### src/design/mme_pkg.sv
// ----------------------------------------------------------------------------
// mme_pkg
// Shared types and codes for the modulation matrix engine.
// ----------------------------------------------------------------------------
package mme_pkg;

  typedef enum logic [2:0] {
    MODE_SAMPLE = 3'd0,
    MODE_ADD    = 3'd1,
    MODE_SET    = 3'd2,
    MODE_REMOVE = 3'd3,
    MODE_REMT   = 3'd4,
    MODE_REMS   = 3'd5,
    MODE_CLEAR  = 3'd6,
    MODE_TICK   = 3'd7
  } mode_t;

  typedef enum logic [2:0] {
    STAT_OK     = 3'd0,
    STAT_DUP    = 3'd1,
    STAT_FULL   = 3'd2,
    STAT_NF     = 3'd3,
    STAT_NOTGT  = 3'd4
  } status_t;

  typedef struct packed {
    mode_t              mode;
    logic [3:0]         source_index;
    logic [7:0]         target_id;
    logic [15:0]        sample;
    logic signed [15:0] amount;
    logic               symmetric;
    logic               link_enable;
  } in_t;

  typedef struct packed {
    status_t            status;
    logic [7:0]         out_target;
    logic signed [23:0] modulation_sum;
    logic               last;
  } out_t;

  typedef struct packed {
    logic [3:0]         src;
    logic [7:0]         tgt;
    logic signed [15:0] amt;
    logic               sym;
    logic               en;
  } link_t;

  localparam logic signed [23:0] SUM_MAX = 24'sh7FFFFF;
  localparam logic signed [23:0] SUM_MIN = 24'sh800000;
  localparam logic [16:0]        HALF    = 17'd32768;

  typedef enum logic [4:0] {
    OP_NOP,
    OP_LATCH,
    OP_IDX_INC,
    OP_IDX_CLR,
    OP_LINK_RD,
    OP_SCAN_NOTE,
    OP_SET_DUP,
    OP_SET_FIELDS,
    OP_DROP_START,
    OP_END_SCAN,
    OP_ADD_NEW,
    OP_TTAB_RD_MAP,
    OP_TTAB_INC,
    OP_TTAB_NEW,
    OP_LINK_MOVE,
    OP_TTAB_DEC,
    OP_TTAB_RD_LAST,
    OP_TTAB_MOVE,
    OP_SUM_CLR,
    OP_TK_MUL,
    OP_SUM_RD_MAP,
    OP_SUM_ACC,
    OP_SET_NOTGT,
    OP_OUT_RD,
    OP_OUT_TGT,
    OP_EMIT_CTL
  } dp_op_t;

  typedef struct packed {
    dp_op_t op;
  } cmd_t;

  typedef struct packed {
    mode_t mode;
    logic  link_end;
    logic  tgt_end;
    logic  full;
    logic  hit;
    logic  link_en;
    logic  found_tgt;
    logic  refs_one;
    logic  tcount_zero;
    logic  last_tgt;
    logic  out_free;
  } stat_t;

endpackage

### src/design/mme_ctrl.sv
// ----------------------------------------------------------------------------
// mme_ctrl
// Sequencer: walks the link and target tables for table commands and ticks.
// ----------------------------------------------------------------------------
module mme_ctrl (
  input  logic             clk,
  input  logic             rst_n,
  input  logic             in_valid,
  input  mme_pkg::mode_t   in_mode,
  output logic             in_ready,
  input  mme_pkg::stat_t   stat,
  output mme_pkg::cmd_t    cmd
);

  typedef enum logic [19:0] {
    ST_IDLE      = 20'h00001,
    ST_SCAN_RD   = 20'h00002,
    ST_SCAN_CHK  = 20'h00004,
    ST_ADD_LINK  = 20'h00008,
    ST_ADD_TRD   = 20'h00010,
    ST_ADD_TINC  = 20'h00020,
    ST_ADD_TNEW  = 20'h00040,
    ST_DROP_MOVE = 20'h00080,
    ST_DROP_MAP  = 20'h00100,
    ST_DROP_TCHK = 20'h00200,
    ST_DROP_TMOV = 20'h00400,
    ST_TICK_CLR  = 20'h00800,
    ST_TICK_LRD  = 20'h01000,
    ST_TICK_LCHK = 20'h02000,
    ST_TICK_MAP  = 20'h04000,
    ST_TICK_ACC  = 20'h08000,
    ST_OUT_RD    = 20'h10000,
    ST_OUT_LD    = 20'h20000,
    ST_EMIT      = 20'h40000,
    ST_SPARE     = 20'h80000
  } state_t;

  state_t state_r, state_nxt;
  mme_pkg::dp_op_t op;
  state_t drop_done;

  assign in_ready = (state_r == ST_IDLE);
  assign cmd.op   = op;
  // single-link remove ends after one drop, bulk removes keep scanning
  assign drop_done = (stat.mode == mme_pkg::MODE_REMOVE) ? ST_EMIT : ST_SCAN_RD;

  always_comb begin
    state_nxt = state_r;
    op        = mme_pkg::OP_NOP;
    case (state_r)
      ST_IDLE: begin
        if (in_valid) begin
          op = mme_pkg::OP_LATCH;
          case (in_mode)
            mme_pkg::MODE_SAMPLE, mme_pkg::MODE_CLEAR: state_nxt = ST_EMIT;
            mme_pkg::MODE_ADD: state_nxt = stat.full ? ST_EMIT : ST_SCAN_RD;
            mme_pkg::MODE_TICK: state_nxt = ST_TICK_CLR;
            default: state_nxt = ST_SCAN_RD;
          endcase
        end
      end
      ST_SCAN_RD: begin
        if (stat.link_end) begin
          if (stat.mode == mme_pkg::MODE_ADD) begin
            state_nxt = ST_ADD_LINK;
          end else begin
            op        = mme_pkg::OP_END_SCAN;
            state_nxt = ST_EMIT;
          end
        end else begin
          op        = mme_pkg::OP_LINK_RD;
          state_nxt = ST_SCAN_CHK;
        end
      end
      ST_SCAN_CHK: begin
        if (!stat.hit) begin
          op        = mme_pkg::OP_SCAN_NOTE;
          state_nxt = ST_SCAN_RD;
        end else if (stat.mode == mme_pkg::MODE_ADD) begin
          op        = mme_pkg::OP_SET_DUP;
          state_nxt = ST_EMIT;
        end else if (stat.mode == mme_pkg::MODE_SET) begin
          op        = mme_pkg::OP_SET_FIELDS;
          state_nxt = ST_EMIT;
        end else begin
          op        = mme_pkg::OP_DROP_START;
          state_nxt = ST_DROP_MOVE;
        end
      end
      ST_ADD_LINK: begin
        op        = mme_pkg::OP_ADD_NEW;
        state_nxt = stat.found_tgt ? ST_ADD_TRD : ST_ADD_TNEW;
      end
      ST_ADD_TRD: begin
        op        = mme_pkg::OP_TTAB_RD_MAP;
        state_nxt = ST_ADD_TINC;
      end
      ST_ADD_TINC: begin
        op        = mme_pkg::OP_TTAB_INC;
        state_nxt = ST_EMIT;
      end
      ST_ADD_TNEW: begin
        op        = mme_pkg::OP_TTAB_NEW;
        state_nxt = ST_EMIT;
      end
      ST_DROP_MOVE: begin
        op        = mme_pkg::OP_LINK_MOVE;
        state_nxt = ST_DROP_MAP;
      end
      ST_DROP_MAP: begin
        op        = mme_pkg::OP_TTAB_RD_MAP;
        state_nxt = ST_DROP_TCHK;
      end
      ST_DROP_TCHK: begin
        if (stat.refs_one) begin
          op        = mme_pkg::OP_TTAB_RD_LAST;
          state_nxt = ST_DROP_TMOV;
        end else begin
          op        = mme_pkg::OP_TTAB_DEC;
          state_nxt = drop_done;
        end
      end
      ST_DROP_TMOV: begin
        op        = mme_pkg::OP_TTAB_MOVE;
        state_nxt = drop_done;
      end
      ST_TICK_CLR: begin
        if (stat.tgt_end) begin
          op        = mme_pkg::OP_IDX_CLR;
          state_nxt = ST_TICK_LRD;
        end else begin
          op = mme_pkg::OP_SUM_CLR;
        end
      end
      ST_TICK_LRD: begin
        if (!stat.link_end) begin
          op        = mme_pkg::OP_LINK_RD;
          state_nxt = ST_TICK_LCHK;
        end else if (stat.tcount_zero) begin
          op        = mme_pkg::OP_SET_NOTGT;
          state_nxt = ST_EMIT;
        end else begin
          op        = mme_pkg::OP_IDX_CLR;
          state_nxt = ST_OUT_RD;
        end
      end
      ST_TICK_LCHK: begin
        if (stat.link_en) begin
          op        = mme_pkg::OP_TK_MUL;
          state_nxt = ST_TICK_MAP;
        end else begin
          op        = mme_pkg::OP_IDX_INC;
          state_nxt = ST_TICK_LRD;
        end
      end
      ST_TICK_MAP: begin
        op        = mme_pkg::OP_SUM_RD_MAP;
        state_nxt = ST_TICK_ACC;
      end
      ST_TICK_ACC: begin
        op        = mme_pkg::OP_SUM_ACC;
        state_nxt = ST_TICK_LRD;
      end
      ST_OUT_RD: begin
        op        = mme_pkg::OP_OUT_RD;
        state_nxt = ST_OUT_LD;
      end
      ST_OUT_LD: begin
        if (stat.out_free) begin
          op        = mme_pkg::OP_OUT_TGT;
          state_nxt = stat.last_tgt ? ST_IDLE : ST_OUT_RD;
        end
      end
      ST_EMIT: begin
        if (stat.out_free) begin
          op        = mme_pkg::OP_EMIT_CTL;
          state_nxt = ST_IDLE;
        end
      end
      default: state_nxt = ST_IDLE;
    endcase
  end

  always_ff @(posedge clk) begin
    if (!rst_n) begin
      state_r <= ST_IDLE;
    end else begin
      state_r <= state_nxt;
    end
  end

endmodule

### config.mk
export PLATFORM = sky130hd
export DESIGN_NAME = mme_ctrl
export DESIGN_NICKNAME = d
export VERILOG_FILES = /design/src/design/mme_pkg.sv /design/src/design/mme_ctrl.sv
export SDC_FILE = /design/constraint.sdc
export NUM_CORES = 1
export LEC_CHECK = 0
export ABC_AREA = 1
export BUFFER_PORTS_ARGS = -buffer_cell sky130_fd_sc_hd__buf_4
export CAP_MARGIN = 40
export CORE_MARGIN = 5
export CORE_UTILIZATION = 60
export DETAILED_ROUTE_END_ITERATION = 10
export PLACE_DENSITY = 0.84
export SLEW_MARGIN = 15
export SYNTH_ARGS = -nofsm -noshare
export SYNTH_HDL_FRONTEND = slang
export SYNTH_SLANG_ARGS = --single-unit
### constraint.sdc
create_clock -name clk -period 2.2 [get_ports clk]
set_clock_uncertainty 0.05 [all_clocks]
set_input_delay 0.22 -clock clk [delete_from_list [all_inputs] [get_ports clk]]
set_output_delay 0.22 -clock clk [all_outputs]
set_load 0.01 [all_outputs]
==> results by stage, run 1 <==
Outcome:
- The run finished, with violations left.
- The final reports fail on negative setup slack.

Timing:
- Counting I/O delays and the setup requirement, the final critical path takes 2240 ps.
- The max-slew violation total from the final report was 0.
- For this run, the top clock speed supported by timing is 447 MHz.
- Setup repair after global routing could not meet its margin everywhere.
- Hold is met by 16.3 ps.
- Setup violations remaining at the end of the flow were counted as 1.
- The relative slew slack is 0.583.
- The final worst slack is -37.1 ps.
- Dividing the final minimum period by the clock period gives 1.02.
- The slew at the pin with the worst max-slew slack is 622 ps.
- The number of failing hold endpoints at the final stage is 0.

Finish:
- Compared with the post-synthesis result, the final layout area differs by 27.5%.
- The repair_antennas step left the layout with diodes totalling 0.
- state_r holds more flip-flops than any other register.
- The register with the most flip-flops in the layout has 19 of them.
- The final layout net count is 302.
- The final instance area is 1930 um2.
- The final instance count without filler cells is 312.
- In the layout the commonest cells are sky130_fd_sc_hd__nand2_1, sky130_fd_sc_hd__inv_1, sky130_fd_sc_hd__nor2_1.
- In the final layout, the registers with the most flip-flops are state_r x19.
- Of the cells placed in the final design, the portion with a size suffix greater than 1 is 0.355.
- Counting the fill cells in the layout gives 185.
- The library cell used most frequently in the layout, excluding fill and tap cells, is sky130_fd_sc_hd__nand2_1.

Yosys:
- During synthesis, Yosys emitted a total of 0 warnings.
- When the netlist entered floorplanning its net count stood at 268.
- The share of the yosys chip area belonging to registers is 0.251.
- The synthesized design spends more area on one cell type than any other, namely sky130_fd_sc_hd__dfxtp_1.
- Yosys mapped the design onto 30 distinct sky130hd cell types.
- Synthesis produced 249 cells.
- Synthesis inferred 19 register bits.
- After synthesis the cells add up to 1520 um2.
- By area the synthesized netlist is led by sky130_fd_sc_hd__dfxtp_1, sky130_fd_sc_hd__nand2_1, sky130_fd_sc_hd__inv_1.
- The top-area cell type share of the netlist area is 0.251.
- Each instance of the synthesized netlist takes up on average 6.09 um2.

Placement:
- Routability-driven placement finished with a final weighted congestion of 0.969.
- The count of buffers added on input and output ports is 24.
- In this run, placement finished with an instance count of 302.
- After legalization and detailed placement, the total HPWL measured 3.36 mm.
- The cell area after placement is 1730 um2.
- Prior to clock tree synthesis, the placed netlist has a worst setup slack of 396 ps.

Pwr:
- The share of total power dissipated in the clock network is 0.137.
- The part of the power in registers is 0.301.
- Power spread over the standard cell area amounts to 679 nW/um2.
- Summing internal, switching and leakage power gives 1310 uW.
- The net switching component of the power is 594 uW.
- The peak supply drop is 619 uV.
- The combinational fraction of design power is 0.562.
- Of the total power, the share spent switching nets is 0.453.
- The internal power consumption is 718 uW.
- The leakage power summed over all cells is 0.000991 uW.

Route:
- The number of remaining DRC errors is 0.
- After detailed routing, the average wire length per cell comes to 14.8 um.
- Dividing the detail-routed via count by the number of cells gives 5.85.
- Across all layers, the routed design uses 1826 vias.
- The routed design has 4.63 mm of wire.
- The number of violations reported at the end of detailed-routing iteration 0 is 175.
- The pre-antenna-repair detailed-routing pass consisted of 8 iterations.
- The post-detailed-route count of antenna-violating nets is 0.

Critical path:
- The source of the worst register-to-register timing path is state_r[5].
- Setup slack on the worst reg-to-reg path comes out at 290 ps.
- By startpoint and endpoint, the worst setup path is classified as reg2out.
- The depth of the worst register-to-register path is 12.
- The worst endpoint data arrival time is 1970 ps.
- The required time of the critical path is 1930 ps.
- In this run the worst setup path begins at state_r[2].
- The last element of the critical path is cmd[1].
- STA classifies the critical path endpoint as a primary output.
- The worst setup path is launched from a register.
- The reg-to-reg endpoint is state_r[0].
- The peak fanout along the critical path is 8.

Worst hold path:
- The origin of the worst min-delay path is stat[4].
- The path class of the tightest hold or removal check is in2reg.

Floorplan:
- The starting utilization of the core area is 0.618.
- The x dimension of the die is 60.3 um.
- The count of boundary I/O pins is 25.
- The floorplan step defined a die boundary enclosing 3630 um2.
- The placement row count is 18.
- The floorplan step defined a core boundary enclosing 2450 um2.
- Measured along the y axis, the die boundary spans 60.3 um.

GRT:
- The number of antenna violations at the first check in global routing is 0.
- The total global routing overflow is 0.
- The number of global-route vias before repair is 1542.
- The first global-routing pass estimated 6.70 mm of wire.
- Entering global routing, the biggest net connects 19 pins.
- The global routing usage summed across all routing layers is 0.245.

CTS:
- No sink is reached through more buffers than the 2 on the longest clock path.
- The root buffer cell is sky130_fd_sc_hd__clkbuf_4.
- TritonCTS built the clock tree.
- The maximum level of the CTS H-tree is 1.
- The clock drives 19 sinks.
- The post-CTS clock slew at the launch and capture registers of the worst setup and hold paths is 110 ps.
- The TritonCTS buffer count is 3.
- The latest clock arrival within the worst-skew pair is 300 ps.

Run:
- The tool flagged a number of max-cap violations equal to 0.
[metal layers]
metal | wire (um) | GRT usage | part of all wire | vias to the layer above
met5 | 0 | 0 | 0 | -
met1 | 1820 | 0.327 | 0.39 | 798
li1 | - | - | - | 867
met2 | 2140 | 0.401 | 0.46 | 132
met4 | 192 | 0.0728 | 0.041 | 0
met3 | 479 | 0.0389 | 0.10 | 29
[worst min path at each step]
| stage | endpoint | cells past startpoint |
|---|---|---|
| final | state_r[6] | 2 |
| after global routing | state_r[6] | 2 |
| after CTS | state_r[6] | 2 |
| after detailed placement | state_r[6] | 2 |
| after global placement | state_r[6] | 2 |
| after floorplan | state_r[0] | 1 |
[synth_stat cells, drive strengths merged]
| master | number |
|---|---|
| nand4 | 8 |
| nand2 | 58 |
| nand3 | 25 |
| nor3 | 17 |
| o21a | 1 |
| o22ai | 1 |
| and3 | 2 |
| o211ai | 1 |
| nand3b | 1 |
| o21ai | 9 |
| o211a | 1 |
| clkinv | 1 |
| nor3b | 2 |
| a21oi | 6 |
| inv | 42 |
| dfxtp | 19 |
| a21boi | 1 |
| nor4 | 3 |
| buf | 1 |
| nor2 | 50 |
[cell type report]
type	instances	area, um2	share of cell area
multi-input combinational	186	1060	0.551
sequential	19	405	0.210
timing repair buffer	30	238	0.123
inverter	43	161	0.0835
tap	30	37.5	0.0194
clock buffer	4	26.3	0.0136
[metrics by stage]
stage | utilization | setup TNS (ps)
2_1_floorplan | - | 0
3_3_place_gp | 0.705 | 0
3_5_place_dp | 0.705 | 0
4_1_cts | 0.718 | 0
5_1_grt | 0.787 | -358
6_report | 0.787 | -37.1
[power by group through the flow]
stage	Clock [uW]	Combinational, uW	Sequential [uW]
final	180	738	394
after global routing	196	788	397
after CTS	181	599	384
after detailed placement	0	593	392
after global placement	0	584	391
after floorplan	0	424	388
[logic make-up after synthesis]
group           synth area share
compound gates            0.0825
buf+inv                    0.109
flops                      0.251
simple gates               0.558
[critical path: stages, from the launching register on]
cell and delay [ps]:
sky130_fd_sc_hd__dfxtp_2 380, sky130_fd_sc_hd__nor2_4 60, sky130_fd_sc_hd__nand2_4 100, sky130_fd_sc_hd__buf_12 110
sky130_fd_sc_hd__nor2_8 40, sky130_fd_sc_hd__nand2_1 80, sky130_fd_sc_hd__nor2_2 50, sky130_fd_sc_hd__inv_1 90
sky130_fd_sc_hd__nand2_1 60, sky130_fd_sc_hd__nor4_1 370, sky130_fd_sc_hd__nand2_1 160, sky130_fd_sc_hd__buf_4 180
[what timing repair did]
item / CTS / global route
pin swaps: 0 / 11
setup buffers: 0 / 6
hold buffers: 0 / 0
gates cloned: 0 / 0
resized for setup: 1 / 42
endpoints found under the setup margin: 1 / 5
Power figures use the tool's default switching activity.
==> run 2, diff against run 1 <==
- CORE_UTILIZATION: 60 -> 56
- PLACE_DENSITY: 0.84 -> 0.79
- clock period: 2.2 -> 2.3 ns (I/O delays scaled with it)
==> run 2 against run 1 <==
Flip-flop and latch count is the same. First-iteration DRC count shrank 41%. Largest cell class unchanged. Register-to-register slack gained 230 ps. Highest routed layer unchanged. Design area down 8.9%. Sequential share of layout area grew 0.64 points. Clock-buffer cell count fell by 1. The flow now finishes without violations. Critical endpoint is now cmd[0]. Core utilization decreased by 9.6 points.
==> results by stage, run 2 (synthesis gave the netlist of run 1 again) <==
GRT:
- The number of global-route vias before repair came to 1402.
- The first global-routing pass estimated 6.12 mm of wire.
- The number of antenna violations at the first check in global routing came to 0.
- The pin count of the biggest net entering global routing is 19.
- The global routing usage summed across all routing layers is 0.217.
- The total global routing overflow is 0.

Timing:
- Across all setup checks in the final design, the least slack found is 102 ps.
- Setup total negative slack on the finished layout was measured at 0 ps.
- The final setup violation count is 0.
- Setup repair after global routing left no endpoint under its margin.
- The number of failing hold endpoints at the final stage is 0.
- The post-route worst hold slack is 20.6 ps.
- The relative slew slack is 0.602.
- At the pin with the least slew margin, the transition time is 593 ps.
- The smallest clock period supported by the final layout is computed as 2200 ps.
- Static timing analysis puts the maximum clock frequency at 455 MHz.
- The max-slew violation total from the final report is 0.
- Dividing the final minimum period by the clock period gives 0.956.

Floorplan:
- The die covers 3850 um2.
- The starting utilization of the core area is 0.596.
- The total area inside the core boundary comes to 2540 um2.
- The height of the chip is 62.0 um.
- The x dimension of the die is 62.0 um.
- The initialized floorplan defines 18 standard-cell rows.
- 25 I/O pins were placed.

Worst hold path:
- For hold timing, the worst endpoint is state_r[6].
- The count of cells along the worst hold path is 2.
- The tightest min-delay check is of the in2reg type.
- The origin of the worst min-delay path is stat[4].

Run:
- The reported max-cap violation count is 0.

Pwr:
- The areal power density over the cells is 630 nW/um2.
- Across the VDD grid, the largest voltage drop is 545 uV.
- The leakage power summed over all cells is 0.000917 uW.

Finish:
- More flip-flops sit in one register than any other, and that register is state_r.
- The final instance count without filler cells is 306.
- In the layout the commonest cells are sky130_fd_sc_hd__nand2_1, sky130_fd_sc_hd__inv_1, sky130_fd_sc_hd__nor2_1.
- The most common library cell in the layout ignoring fill and taps is sky130_fd_sc_hd__nand2_1.
- In the final design database the tool counted 296 nets.
- Relative to the synthesized area, the layout overhead comes to 16.1%.
- Of the cells placed in the final design, the portion with a size suffix greater than 1 is 0.232.
- The register with the most flip-flops in the layout has 19 of them.
- The largest registers in the layout are state_r x19.
- With fillers left out, the area of the finished cells amounts to 1760 um2.
- 0 antenna diodes ended up in the layout.

Route:
- Dividing the detail-routed via count by the number of cells gives 5.27.
- In this run, the number of DRC markers left after iteration 0 of detailed routing was 104.
- Across all layers, the routed design uses 1614 vias.
- In the final routed layout, each cell accounts on average for 12.4 um.
- The first detailed-routing pass ran for 5 iterations.
- The count of nets left with antenna violations once routing finished came out at 0.
- The number of remaining DRC errors is 0.
- The routed wire length is 3.80 mm.

Critical path:
- The depth of the worst register-to-register path is 9.
- The peak fanout along the critical path is 6.
- In this run the register-to-register setup slack is 520 ps.
- Data arrives at the worst endpoint at 1920 ps.
- The worst register-to-register path ends at state_r[18].
- The launching element type of the critical path is a register.
- At the worst endpoint, the required time is 2020 ps.
- STA classifies the critical path endpoint as a primary output.
- The source of the worst register-to-register timing path is state_r[4].
- The critical path is of the reg2out type.

Outcome:
- The flow ran to the end, and the final reports show no timing, DRC or antenna violations.

Placement:
- The congestion estimate from routability-driven global placement came to 0.922.
- The number of placed instances, taps included, is 302.
- Detailed placement finished with a half-perimeter wire length of 3.22 mm.
- The number of input and output port buffers inserted is 24.
- Prior to clock tree synthesis, the placed netlist has a worst setup slack of 480 ps.
- The cell area after placement is 1730 um2.

CTS:
- After clock tree synthesis, the flow added hold-fix buffers numbering 0.
- Clock-pin slew was measured on the worst setup and hold paths at 120 ps.
- Counting the buffers created by CTS gives 3.
- The clock reaches the later pin of the worst-skew pair after 310 ps.
- TritonCTS built the clock tree.
- The cell sitting at the root of the clock tree is a sky130_fd_sc_hd__clkbuf_4.
- Counting every sink on the clock net gives 19.
- The buffer depth of the longest clock path is 2.
- CTS built an H-tree with a depth of 1.
- After clock tree synthesis, the repair step resized 0 gates.
- The buffer count from post-CTS setup fixing is 0.
-- run 2: cell count changes in the layout (fill, tap and decap cells not counted), moves of 5 or more --
cell	change
sky130_fd_sc_hd__dfxtp_1	+16
sky130_fd_sc_hd__dfxtp_2	-14
sky130_fd_sc_hd__buf_4	-5
sky130_fd_sc_hd__nor2_4	-5
-- run 2: final cells by class --
cell class | count | area [um2]
inverters | 43 | 161
clock inverters | 1 | 5.00
flip-flops and latches | 19 | 380
fillers | 236 | 785
well taps | 30 | 37.5
multi-input cells | 186 | 973
clock buffers | 3 | 22.5
repair buffers | 24 | 180
-- run 2: layer usage --
layer,up-vias,global-route usage,share of wire
met5,-,0,0
met4,0,0.0455,0.010
met3,7,0.0351,0.079
met2,62,0.357,0.44
met1,685,0.299,0.47
li1,860,-,-
-- run 2: metrics by stage --
step	total power (uW)	util
finish	1110	0.692
global route	1190	0.692
CTS	1110	0.691
detailed placement	932	0.680
global placement	933	0.680
floorplan	777	-
-- run 2: worst max-delay path by stage --
stage | from | to | slack [ps]
after global routing | state_r[18] | cmd[3] | 1
after detailed placement | state_r[4] | cmd[4] | 480
after CTS | state_r[4] | cmd[4] | 130
final | state_r[4] | cmd[0] | 100
after floorplan | state_r[4] | cmd[0] | 710
after global placement | state_r[18] | cmd[0] | 490
-- run 2: worst max-delay path: stages (launching register included) --
cell                      delay, ps
sky130_fd_sc_hd__dfxtp_1        380
sky130_fd_sc_hd__nor2_4         170
sky130_fd_sc_hd__nand2_4        100
sky130_fd_sc_hd__nor2_4         170
sky130_fd_sc_hd__nand2_1         90
sky130_fd_sc_hd__inv_2           80
sky130_fd_sc_hd__nand2_1        100
sky130_fd_sc_hd__inv_1          110
sky130_fd_sc_hd__nand2_1         70
sky130_fd_sc_hd__o21ai_0         80
sky130_fd_sc_hd__nor4_1          60
sky130_fd_sc_hd__nand2_1         70
sky130_fd_sc_hd__buf_4          120
-- run 2: report_power, final --
part	internal [uW]	switching, uW
logic	200	366
registers	349	18.5
clock network	64.9	111
total	614	496
==> run 3, diff against run 2 <==
- ABC_AREA: 1 -> unset
- CORE_UTILIZATION: 56 -> 55
==> run 3 against run 2 <==
Hold slack improved by 11 ps. Area after synthesis decreased by 4.9%. Clock power up 3%. Register-to-register slack worse by 790 ps. The run now ends with negative setup slack left. Highest routed layer unchanged.
==> results by stage, run 3 <==
Yosys:
- The flop and latch count out of synthesis is 19.
- The most used flip-flop cell after synthesis is sky130_fd_sc_hd__dfxtp_1.
- In this run the mean area of a mapped cell was 7.67 um2.
- The number of different library cells in the post-synthesis netlist is 48.
- The fraction of registers with async set or reset after synthesis is 0.
- The synthesized-area fraction occupied by ao, oa, aoi and oai cells came to 0.168.
- The synthesized cell area is 1440 um2.
- The share of the yosys chip area belonging to registers is 0.264.
- Yosys mapped a number of flops with a built-in enable equal to 0.
- After synthesis, the largest family of logic cells by area is simple AND/OR/NAND/NOR gates.
- During synthesis, Yosys emitted a total of 0 warnings.
- The simple-gate share of the synthesized area is 0.493.
- Measured against the total synthesized area, the mux share comes to 0.
- The post-synthesis cell type with the largest combined area is sky130_fd_sc_hd__dfxtp_1.
- Of the total synthesized cell area, the portion taken by full adders, half adders and majority gates is 0.
- Of the total synthesized cell area, the portion taken by XOR and XNOR cells is 0.0304.
- The top-area cell type share of the netlist area is 0.264.
- Among all cell types in the netlist, the one instantiated most often is sky130_fd_sc_hd__dfxtp_1.
- In the synthesized netlist, the number of instances is 188.
- By area the synthesized netlist is led by sky130_fd_sc_hd__dfxtp_1, sky130_fd_sc_hd__nor4_1, sky130_fd_sc_hd__nor2_1.
- Counting every net in the synthesized netlist gives 207.
- After synthesis, the most frequently instantiated cells are sky130_fd_sc_hd__dfxtp_1, sky130_fd_sc_hd__nor2_1, sky130_fd_sc_hd__nand2_1, sky130_fd_sc_hd__nor4_1, sky130_fd_sc_hd__nor3_1.

Timing:
- Setup violations remaining at the end of the flow were counted as 13.
- The number of failing hold endpoints at the final stage is 0.
- For the pin with the worst max-slew slack, the measured transition is 510 ps.
- The worst pin sits at a relative slew slack of 0.659.
- For the finished layout, the period the worst path requires is 2850 ps.
- The max-slew violation total from the final report is 0.
- The final worst slack is -551 ps.
- Of the available clock period, the critical path in the final layout requires 1.24.
- The highest clock rate is 351 MHz.
- Setup repair after global routing could not meet its margin everywhere.

Floorplan:
- The count of boundary I/O pins is 25.
- In this run the core area contains 18 standard-cell rows.
- The height of the chip is 61.2 um.
- From left edge to right edge, the die measures 61.2 um.
- The die area is 3750 um2.
- The region available for standard cell placement spans 2500 um2.
- The initial utilization of the core area, before any placement, comes to 0.577.

CTS:
- The maximum level of the CTS H-tree is 1.
- The buffer depth of the longest clock path is 2.
- The latest clock arrival within the worst-skew pair is 310 ps.
- Clock tree synthesis inserted a total of 3 buffers.
- The post-CTS clock slew at the launch and capture registers of the worst setup and hold paths is 110 ps.
- The clock tree from TritonCTS is done.
- The root buffer cell is sky130_fd_sc_hd__clkbuf_4.
- The clock net in this run drives a total of 19 sinks.

Pwr:
- Of the total power, combinational logic draws 0.484.
- The net switching component of the power is 367 uW.
- Internal power comes to 670 uW.
- The part of the power in registers is 0.341.
- Of the total power, the share spent switching nets is 0.354.
- Dividing total power by cell area gives a power density of 463 nW/um2.
- The peak supply drop is 421 uV.
- The share of total power in the clock network is 0.175.
- The leakage power summed over all cells is 0.00101 uW.
- The overall power is 1040 uW.

Route:
- The number of vias per cell is 6.62.
- In the final routing, the length of wire on met1 measures 2.23 mm.
- The routed wire length on met3 is 672 um.
- The number of violations reported at the end of detailed-routing iteration 0 is 295.
- The count of vias placed by the detailed router is 2019.
- The post-detailed-route count of antenna-violating nets is 0.
- The amount of wire on met2 after detailed routing is 2.77 mm.
- The detailed router used layers up to and including met4.
- The wire length per cell after detailed routing is 19.5 um.
- The number of remaining DRC errors is 0.
- For this block, the routed nets add up to 5.95 mm of wire.
- The number of search-and-repair iterations in the first detailed-routing pass is 5.

GRT:
- The number of antenna violations at the first check in global routing is 0.
- The total global routing overflow is 0.
- The number of global-route vias before repair is 1909.
- Entering global routing, the biggest net connects 14 pins.
- The global routing usage summed across all routing layers is 0.325.
- The first-pass GRT wire length is 8.86 mm.

Run:
- The tool flagged a number of max-cap violations equal to 0.

Finish:
- The most common library cell in the layout ignoring fill and taps is sky130_fd_sc_hd__buf_4.
- Ranked by flip-flop count, first place goes to state_r.
- In the layout the commonest cells are sky130_fd_sc_hd__buf_4, sky130_fd_sc_hd__dfxtp_1, sky130_fd_sc_hd__nor2_1.
- Of the cells placed in the final design, the portion with a size suffix greater than 1 is 0.433.
- The flip-flop count of the largest register, all copies and words added is 19.
- The largest registers in the layout are state_r x19.
- The number of antenna diodes is 0.
- The final instance count without filler cells is 305.
- The final layout contains 295 nets.
- The layout overhead on the synthesized area is 55.2%.

Worst hold path:
- The min-delay analysis places its worst path in the category in2reg.

Placement:
- The weighted congestion at the end of routability-driven global placement is 1.03.
- The number of input and output port buffers inserted is 24.
- The total placed cells including tap cells is 295.
- Detailed placement finished with a half-perimeter wire length of 4.22 mm.

Critical path:
- The endpoint type of the worst setup path is a primary output.
- Data on the critical path is required at its endpoint by 2020 ps.
- The launching element type of the critical path is a register.
- The peak fanout along the critical path is 5.
- The worst endpoint data arrival time is 2570 ps.
- The critical path start-end classification is reg2out.

Outcome:
- The flow ran to the end, but the final reports show violations.
- The final reports fail on negative setup slack.
run 3: cell families after synthesis:
kind of cell | Yosys count
AOI/OAI and AO/OA | 33
xor gates and xnor gates | 5
buffers and inverters | 15
DFF | 19
and+or+nand+nor | 116
run 3: layer usage:
layer | up-vias | track usage
li1 | 902 | -
met1 | 903 | 0.393
met2 | 171 | 0.566
met3 | 43 | 0.0608
met4 | 0 | 0.124
met5 | - | 0
run 3: area by class of cell:
type / count / area (um2)
Tap cell: 30 / 37.5
Sequential cell: 19 / 383
Multi-Input combinational cell: 154 / 1080
Clock buffer: 4 / 26.3
Inverter: 9 / 33.8
Timing Repair Buffer: 89 / 676
Fill cell: 123 / 260
run 3: metrics by stage:
stage                     hold WS, ps  setup TNS [ps]  instance area (um2)  setup WS [ps]   util
after floorplan                   252            -375                 1460           -145      -
after global placement            344           -1270                 2090           -184  0.837
after detailed placement          352           -1650                 2090           -263  0.837
after CTS                        29.4           -3240                 2190           -542  0.875
after global routing             23.0           -5000                 2240           -632  0.896
final                            32.0           -4010                 2240           -551  0.896
run 3: critical path: stages, from the launching register on:
cell and delay (ps):
sky130_fd_sc_hd__dfxtp_1 320, sky130_fd_sc_hd__or4_4 540, sky130_fd_sc_hd__buf_6 150, sky130_fd_sc_hd__nor4_4 250, sky130_fd_sc_hd__buf_4 180, sky130_fd_sc_hd__and4b_1 280, sky130_fd_sc_hd__and3_1 190, sky130_fd_sc_hd__nor4_1 70
sky130_fd_sc_hd__o2111ai_1 130, sky130_fd_sc_hd__buf_4 170
run 3: worst paths after layout:
kind	to	cells past startpoint	slack, ps	startpoint
worst min register to register	state_r[15]	2	560	state_r[15]
worst max register to register	state_r[18]	9	-270	state_r[7]
worst min-delay path	state_r[6]	2	30	stat[4]
worst max-delay path	cmd[0]	9	-550	state_r[7]
run 3: power groups by stage:
stage	clock, uW	combinational [uW]	sequential, uW
floorplan	0	201	361
detailed placement	0	421	359
global route	194	524	355
finish	181	502	354
global placement	0	406	358
CTS	176	469	352
run 3: repair_timing:
item	4_1_cts	5_1_grt
setup endpoints to repair	13	14
hold buffers	0	0
hold endpoints to repair	0	0
pin swaps	3	7
setup buffers	5	1
resized for setup	8	8
